**src/rtl/se3pc_pkg.sv**
```systemverilog
`timescale 1ns / 1ps
`default_nettype none
// ----------------------------------------------------------------------------
// se3pc_pkg: shared types and constants of the SE(3) pose composition block
// Field widths, the configuration register map and the frame transform
// bundle that the register file hands to both datapaths.
// ----------------------------------------------------------------------------
package se3pc_pkg;

  localparam int unsigned POS_W      = 32;  // signed position fields
  localparam int unsigned QUAT_W     = 16;  // signed quaternion components
  localparam int unsigned CFG_IDX_W  = 3;
  localparam int unsigned CFG_DATA_W = 32;
  localparam int unsigned NUM_STAGES = 5;   // register stages from input to output

  // Reset value of the frame scalar part: 1.0 in the default quaternion format.
  localparam logic [QUAT_W-1:0] FRAME_QW_RESET = 16'd16384;

  typedef enum logic [CFG_IDX_W-1:0] {
    REG_FRAME_TX = 3'd0,
    REG_FRAME_TY = 3'd1,
    REG_FRAME_TZ = 3'd2,
    REG_FRAME_QX = 3'd3,
    REG_FRAME_QY = 3'd4,
    REG_FRAME_QZ = 3'd5,
    REG_FRAME_QW = 3'd6
  } cfg_reg_e;

  typedef struct packed {
    logic [POS_W-1:0]  tx;
    logic [POS_W-1:0]  ty;
    logic [POS_W-1:0]  tz;
    logic [QUAT_W-1:0] qx;
    logic [QUAT_W-1:0] qy;
    logic [QUAT_W-1:0] qz;
    logic [QUAT_W-1:0] qw;
  } frame_cfg_t;

endpackage
`default_nettype wire

```
**src/rtl/se3pc_cfg_regs.sv**
```systemverilog
`timescale 1ns / 1ps
`default_nettype none
// ----------------------------------------------------------------------------
// se3pc_cfg_regs: frame transform register file
// Holds the fixed translation and rotation quaternion. Writes to an index
// outside the register map are dropped.
// ----------------------------------------------------------------------------
module se3pc_cfg_regs
  import se3pc_pkg::*;
(
  input  logic                  clk_i,
  input  logic                  rst_ni,
  input  logic                  cfg_valid_i,
  output logic                  cfg_ready_o,
  input  logic [CFG_IDX_W-1:0]  cfg_index_i,
  input  logic [CFG_DATA_W-1:0] cfg_data_i,
  output frame_cfg_t            cfg_o
);

  frame_cfg_t cfg_q, cfg_d;

  // The register file can take a write in every cycle.
  assign cfg_ready_o = 1'b1;

  always_comb begin
    cfg_d = cfg_q;
    if (cfg_valid_i && cfg_ready_o) begin
      case (cfg_reg_e'(cfg_index_i))
        REG_FRAME_TX: cfg_d.tx = cfg_data_i[POS_W-1:0];
        REG_FRAME_TY: cfg_d.ty = cfg_data_i[POS_W-1:0];
        REG_FRAME_TZ: cfg_d.tz = cfg_data_i[POS_W-1:0];
        REG_FRAME_QX: cfg_d.qx = cfg_data_i[QUAT_W-1:0];
        REG_FRAME_QY: cfg_d.qy = cfg_data_i[QUAT_W-1:0];
        REG_FRAME_QZ: cfg_d.qz = cfg_data_i[QUAT_W-1:0];
        REG_FRAME_QW: cfg_d.qw = cfg_data_i[QUAT_W-1:0];
        default: cfg_d = cfg_q;
      endcase
    end
  end

  always_ff @(posedge clk_i or negedge rst_ni) begin
    if (!rst_ni) begin
      cfg_q <= '{tx: '0, ty: '0, tz: '0, qx: '0, qy: '0, qz: '0, qw: FRAME_QW_RESET};
    end else begin
      cfg_q <= cfg_d;
    end
  end

  assign cfg_o = cfg_q;

endmodule
`default_nettype wire

```
**config.mk**
```make
export PLATFORM = sky130hd
export DESIGN_NAME = se3pc_cfg_regs
export DESIGN_NICKNAME = d
export VERILOG_FILES = /design/src/rtl/se3pc_pkg.sv /design/src/rtl/se3pc_cfg_regs.sv
export SDC_FILE = /design/constraint.sdc
export NUM_CORES = 1
export LEC_CHECK = 0
export ABC_AREA = 1
export BUFFER_PORTS_ARGS = -buffer_cell sky130_fd_sc_hd__buf_2
export CAP_MARGIN = 20
export CORE_ASPECT_RATIO = 1.4
export CORE_MARGIN = 2
export CORE_UTILIZATION = 40
export DETAILED_ROUTE_END_ITERATION = 6
export PLACE_DENSITY = 0.65
export REMOVE_ABC_BUFFERS = 1
export SLEW_MARGIN = 20
export SYNTH_ARGS = -nofsm -noshare
export SYNTH_HDL_FRONTEND = slang
export SYNTH_SLANG_ARGS = --single-unit
export TNS_END_PERCENT = 100
```
**constraint.sdc**
```tcl
create_clock -name clk_i -period 0.8 [get_ports clk_i]
set_input_delay 0.04 -clock clk_i [delete_from_list [all_inputs] [get_ports clk_i]]
set_output_delay 0.04 -clock clk_i [all_outputs]
set_load 0.1 [all_outputs]
```
After elaboration in Yosys (flattened, before gate mapping)
Cells that the tools add are included.
{"block": "word_totals", "regBits": 160}
{"block": "classes", "eq_ne": 6, "reduce_logical": 8}
{"operator": "$reduce_and 2->1", "count": 7}
{"operator": "$eq 3x3->1 const B", "count": 3}
{"operator": "$eq 3x2->1 const B", "count": 2}
{"operator": "$eq 3x1->1 const B", "count": 1}
{"operator": "$logic_not 3->1", "count": 1}

Logic depth before layout (Yosys ltp)
Gate-level depths: netlist (run 1).
{"block": "depth", "word_depth": 2, "ltp_mapped": 6}

Least setup slack after synthesis (run 1)
Ideal clock, no wire load.
{"block": "synth_timing", "path_type": "flip-flop to flip-flop", "from": "register, netlist name cfg_o[0]", "to": "register cfg_q, in the netlist cfg_o[0]", "t_arrival_ps": 1088, "t_required_ps": 732, "path_slack_ps": -356, "stages_incl_launch_ff": 3, "path_cell_list": "dfrtp_1 nand2_1 nand2_1"}
{"element": "to (signal assigned)", "line_no": "se3pc_cfg_regs.sv:43", "text": "cfg_q <= '{tx: '0, ty: '0, tz: '0, qx: '0, qy: '0, qz: '0, qw: FRAME_QW_RESET};"}
{"element": "to (signal assigned)", "line_no": "se3pc_cfg_regs.sv:45", "text": "cfg_q <= cfg_d;"}
{"element": "to (decl)", "line_no": "se3pc_cfg_regs.sv:20", "text": "frame_cfg_t cfg_q, cfg_d;"}

Final worst setup path (run 1)
{"block": "layout_timing", "from": "register cfg_q, in the netlist cfg_o[14]", "to": "output cfg_o[14] (netlist name)"}
{"element": "to (decl)", "line_no": "se3pc_cfg_regs.sv:17", "text": "output frame_cfg_t cfg_o"}
No word-level cell between the ends.

==> results of run 1 <==
==> placed cells by master, fill, tap and decap left out, types with 8 or more instances in the layout <==
cell type        n
nand2_1        362
buf_12         170
dfrtp_1        159
nand3_1        112
buf_4           87
buf_2           36
dlygate4sd3_1   33
nand2_2         17
clkbuf_16       17
buf_6           14
inv_6            8
==> worst paths after layout <==
| check | startpoint | to | cells past startpoint |
|---|---|---|---|
| worst min register to register | cfg_o[14] | cfg_o[14] | 2 |
| max in group asynchronous | rst_ni | cfg_o[70] | 3 |
| worst max-delay path | cfg_o[14] | cfg_o[14] | 1 |
| worst min-delay path | rst_ni | cfg_o[2] | 2 |
| worst max register to register | cfg_o[86] | cfg_o[86] | 4 |
| min in group clk_i | cfg_index_i[1] | cfg_o[33] | 4 |
==> synthesized netlist by cell type (all sizes together) <==
cell type    n
nand2      380
clkinv       1
inv          5
nand3      112
conb         1
dfstp        1
buf         13
nor2         7
dfrtp      159
clkbuf      26
==> kinds of logic (layout without fill, tap and decap cells) <==
family | Yosys count | in the layout | share of synthesized area
and+or+nand+nor | 499 | 499 | 0.325
DFF | 160 | 160 | 0.644
other | 1 | 1 | 0.000603
buffers and inverters | 45 | 378 | 0.0302
==> power by group <==
part / internal, mW / switching (mW) / total (mW)
Clock: 4.71 / 3.56 / 8.26
Combinational: 7.65 / 14.0 / 21.7
Sequential: 9.62 / 1.80 / 11.4
Total: 22.0 / 19.4 / 41.4
==> cell type report <==
cell class,count,area [sq um],area share
timing repair buffer,340,4720,0.404
sequential,160,4010,0.343
multi-input combinational,500,2100,0.179
clock buffer,17,425,0.0364
tap,192,240,0.0206
clock inverter,15,171,0.0147
inverter,6,22.5,0.00193
==> metal layers <==
metal,track usage,vias to the layer above,wire length (microns)
li1,-,2856,-
met1,0.318,2991,8150
met2,0.421,241,11100
met3,0.0479,77,1080
met4,0.155,0,1230
met5,0,-,0
==> stage by stage <==
stage	cells	instance area (sq um)
after CTS	1190	11300
after detailed placement	1091	10100
after global routing	1230	11700
final	1230	11700
after floorplan	666	6050
after global placement	1091	10100
==> repair_timing <==
item,CTS,global route
buffers inserted,34,45
hold endpoints to repair,320,5
pin swaps,0,7
endpoints found under the setup margin,160,172
resized for setup,1,31
==> worst reg2reg max path, delay by kind of cell (launching register included) <==
| kind | cells | cell delay, ns |
|---|---|---|
| flops | 1 | 0.41 |
| buf+inv | 2 | 0.28 |
| simple gates | 2 | 0.13 |
==> results.sh, run 1 <==
export IMPL_outcome="finished, violations left"
export IMPL_violations="setup timing"
export IMPL_drv_slew=0
export IMPL_antenna_found_initial=0
export IMPL_postCtsHoldBufs=33
export IMPL_cts_tree="done"
export IMPL_hold_slack_ns=0.00629
export IMPL_final_hold_viol_count=0
export IMPL_synth_cells=705
export IMPL_grt_use_total=0.259
export IMPL_final_antenna_net_count=0
export IMPL_dp_final_hpwl_microns=13500
export IMPL_fp_dieW_microns=109
export IMPL_endpoint_kind="output port"
export IMPL_avgViaCountPerCell=5.01
export IMPL_synth_seq_cells=160
export IMPL_first_global_vias=6208
export IMPL_row_count=53
export IMPL_pwr_density_cell_nw_per_um2=3540
export IMPL_largest_reg_flops=160
export IMPL_worst_ep_arrival_time_ns=1.18
export IMPL_finalSetupViolations=172
export IMPL_nNetsFinal=1063
export IMPL_cts_made_buffers=17
export IMPL_fin_crit_ns=1.22
export IMPL_synth_area_leaders="dfrtp_1 (64%), nand2_1 (23%), nand3_1 (9.0%), clkbuf_1 (1.6%), buf_2 (0.97%)"
export IMPL_ioPinCount=199
export IMPL_power_leakage_nw=6.03
export IMPL_drt_first_pass_iters=4
export IMPL_tns_ns=-42.36
export IMPL_cp_top_family="flip-flops"
export IMPL_clock_skew_ns=0
export IMPL_area_growth_pct=88.0
export IMPL_ir_drop_v=0.00202
export IMPL_fin_ws_ns=-0.418
export IMPL_grt_pass1_wl_microns=32400
export IMPL_syn_area_per_cell_sq_um=8.82
export IMPL_cp_num_buf_inv=1
export IMPL_htree_levels=4
export IMPL_cts_root_buf="clkbuf_16"
export IMPL_wl_per_cell_microns=17.5
export IMPL_ys_types=12
export IMPL_crit_chain="buf_12"
export IMPL_fin_util=0.773
export IMPL_diodes=0
export IMPL_power_mw=41.4
export IMPL_fmax_mhz=821
export IMPL_fin_crit_sh=1.52
export IMPL_grt_max_degree=42
export IMPL_drc=0
export IMPL_io_buffers=197
export IMPL_critPathMaxStageDelay_ns=0.57
export IMPL_synth_top_area_frac=0.640
export IMPL_place_gp_congestion=0.776
export IMPL_drt_wl_total_microns=21600
export IMPL_clock_latency_ns=0.42
export IMPL_clockBufferDepth=2
export IMPL_hp_class="primary input to asynchronous set/reset pin"
export IMPL_initial_utilization=0.411
export IMPL_drive_gt1_frac=0.349
export IMPL_ys_seq_area_frac=0.644
export IMPL_dieArea_sq_um=16600
export IMPL_cp_data_required_time_ns=0.76
export IMPL_yosysWarnings=0
export IMPL_syn_area_sq_um=6220
export IMPL_rsz0062_at_grt="yes"
export IMPL_clk_pin_slew_ns=0.07
export IMPL_vias=6165
export IMPL_core_area_sq_um=15100
export IMPL_r2r_slack_ns=-0.12
export IMPL_critical_path_slowest_cell="dfstp_2"
export IMPL_preCtsSetupSlack_ns=-0.242
export IMPL_overflow=0
export IMPL_die_h_microns=152
export IMPL_drtIter0Drc=337
export IMPL_critPathLaunchType="flip-flop"
export IMPL_cts_sinks=160
export IMPL_maxCapViolations=0
export IMPL_num_fill_cells=925
export IMPL_synth_top_area_cell="dfrtp_1"
export IMPL_cp_max_fo=2
export IMPL_path_class="flip-flop to output port"
No activity file was read; power rests on OpenSTA's default activity.
==> inputs of run 2 (changes only) <==
- BUFFER_PORTS_ARGS: -buffer_cell sky130_fd_sc_hd__buf_2 -> not set
- CELL_PAD_IN_SITES_DETAIL_PLACEMENT: not set -> 0
- CELL_PAD_IN_SITES_GLOBAL_PLACEMENT: not set -> 1
- DONT_BUFFER_PORTS: not set -> 1
- PLACE_DENSITY: 0.65 -> not set
- PLACE_DENSITY_LB_ADDON: not set -> 0.1
==> run 2 against run 1 <==
Net effect:
- the run ends with hold timing, setup timing left
- worst setup slack improved by 0.021 ns
- clock power increased by 8.8%
- flip-flop and latch count unchanged
- critical path depth unchanged
==> results.sh, run 2 (synthesis results as in run 1) <==
export IMPL_ir_drop_v=0.00208
export IMPL_violations="hold timing, setup timing"
export IMPL_clk_pin_slew_ns=0.07
export IMPL_largest_reg_flops=160
export IMPL_io_buffers=0
export IMPL_cts_made_buffers=17
export IMPL_drv_slew=0
export IMPL_drc=0
export IMPL_cp_max_fo=2
export IMPL_critPathLaunchType="flip-flop"
export IMPL_grt_max_degree=161
export IMPL_crit_chain="buf_12"
export IMPL_diodes=0
export IMPL_htree_levels=4
export IMPL_maxCapViolations=0
export IMPL_drt_wl_total_microns=20700
export IMPL_swShare=0.453
export IMPL_multi_input_area_sq_um=2110
export IMPL_power_mw=41.7
export IMPL_drive_gt1_frac=0.316
export IMPL_fin_crit_ns=1.20
export IMPL_drtIter0Drc=247
export IMPL_wl_per_cell_microns=17.6
export IMPL_pwr_density_cell_nw_per_um2=3630
export IMPL_dp_final_hpwl_microns=13000
export IMPL_nNetsFinal=1014
export IMPL_fin_crit_sh=1.50
export IMPL_grt_pass1_wl_microns=32000
export IMPL_vias=5830
export IMPL_clock_skew_ns=0
export IMPL_p_seq_frac=0.274
export IMPL_cts_root_buf="clkbuf_16"
export IMPL_finalSetupViolations=186
export IMPL_clock_latency_ns=0.41
export IMPL_endpoint_kind="output port"
export IMPL_p_int_mw=22.8
export IMPL_rsz0062_at_grt="yes"
export IMPL_layout_common_cells="nand2_1 (359), buf_12 (168), dfrtp_1 (159)"
export IMPL_cp_top_family="flip-flops"
export IMPL_avgViaCountPerCell=4.94
export IMPL_first_global_vias=5974
export IMPL_cts_tree="done"
export IMPL_comb_power_share=0.511
export IMPL_die_h_microns=152
export IMPL_path_class="flip-flop to output port"
export IMPL_ioPinCount=199
export IMPL_hold_slack_ns=-0.678
export IMPL_initial_utilization=0.411
export IMPL_dieArea_sq_um=16600
export IMPL_final_hold_viol_count=164
export IMPL_critical_path_slowest_cell="dfstp_2"
export IMPL_fp_dieW_microns=109
export IMPL_hp_class="primary input to asynchronous set/reset pin"
export IMPL_drt_first_pass_iters=4
export IMPL_power_leakage_nw=5.85
export IMPL_clockBufferDepth=2
export IMPL_stdcell_area_sq_um=11500
export IMPL_place_gp_congestion=0.760
export IMPL_fmax_mhz=836
export IMPL_worst_ep_arrival_time_ns=1.16
export IMPL_core_area_sq_um=15100
export IMPL_area_growth_pct=84.8
export IMPL_overflow=0
export IMPL_power_switching_mw=18.9
export IMPL_outcome="finished, violations left"
export IMPL_critPathMaxStageDelay_ns=0.56
export IMPL_final_antenna_net_count=0
export IMPL_clkPwrFrac=0.216
export IMPL_antenna_found_initial=0
export IMPL_mostFrequentLayoutCell="nand2_1"
export IMPL_cp_data_required_time_ns=0.76
export IMPL_grt_use_total=0.254
export IMPL_dpl_cell_area_sq_um=9820
export IMPL_regArea_sq_um=4010
export IMPL_num_fill_cells=1002
export IMPL_row_count=53
export IMPL_fin_ws_ns=-0.397
export IMPL_cp_num_buf_inv=1
export IMPL_cts_sinks=160
==> run 2: metrics by stage <==
stage / std cells / utilization / setup slack, ns / TNS [ns]
4_1_cts: 1143 / 0.731 / -0.410 / -44.14
2_1_floorplan: 666 / - / -2.57 / -354.53
3_3_place_gp: 1045 / 0.650 / -0.0599 / -2.60
5_1_grt: 1181 / 0.760 / -0.437 / -48.78
6_report: 1181 / 0.760 / -0.397 / -42.07
3_5_place_dp: 1045 / 0.650 / -0.129 / -5.75
==> run 2: area by class of cell <==
type                    count  area share
clock inverters            12      0.0179
clock buffers              20      0.0389
flip-flops and latches    160       0.349
well taps                 192      0.0209
inverters                   6     0.00196
repair buffers            291       0.388
multi-input cells         500       0.184
==> run 2: what timing repair did <==
action | 4_1_cts | 5_1_grt
setup buffers | 31 | 44
hold buffers | 35 | 1
resized for setup | 1 | 45
endpoints found under the setup margin | 160 | 215
cloned | 0 | 1
pin swaps | 0 | 10
hold endpoints to repair | 320 | 165
==> run 2: per-layer routing <==
metal	vias up	global-route usage	share of wire
li1	2747	-	-
met1	2865	0.296	0.38
met2	203	0.444	0.54
met3	15	0.0834	0.066
met4	0	0.0747	0.0097
met5	-	0	0
==> run 2: final timing paths <==
check                             end  slack [ns]            from  cells past startpoint
max in group asynchronous   cfg_o[14]        1.13          rst_ni                      0
hold reg to reg             cfg_o[14]        0.49       cfg_o[14]                      2
min in group clk_i          cfg_o[76]       -0.01  cfg_index_i[0]                      4
hold / removal              cfg_o[92]       -0.68          rst_ni                      0
setup reg to reg           cfg_o[145]       -0.09      cfg_o[145]                      4
setup / recovery            cfg_o[14]       -0.40       cfg_o[14]                      1
==> run 2: power groups by stage <==
stage	combinational, mW	sequential [mW]	clock, mW
4_1_cts	20.6	11.4	9.09
3_3_place_gp	19.7	11.4	0
6_report	21.3	11.4	8.99
5_1_grt	21.9	11.6	9.48
3_5_place_dp	19.9	11.5	0
2_1_floorplan	1.39	21.7	0
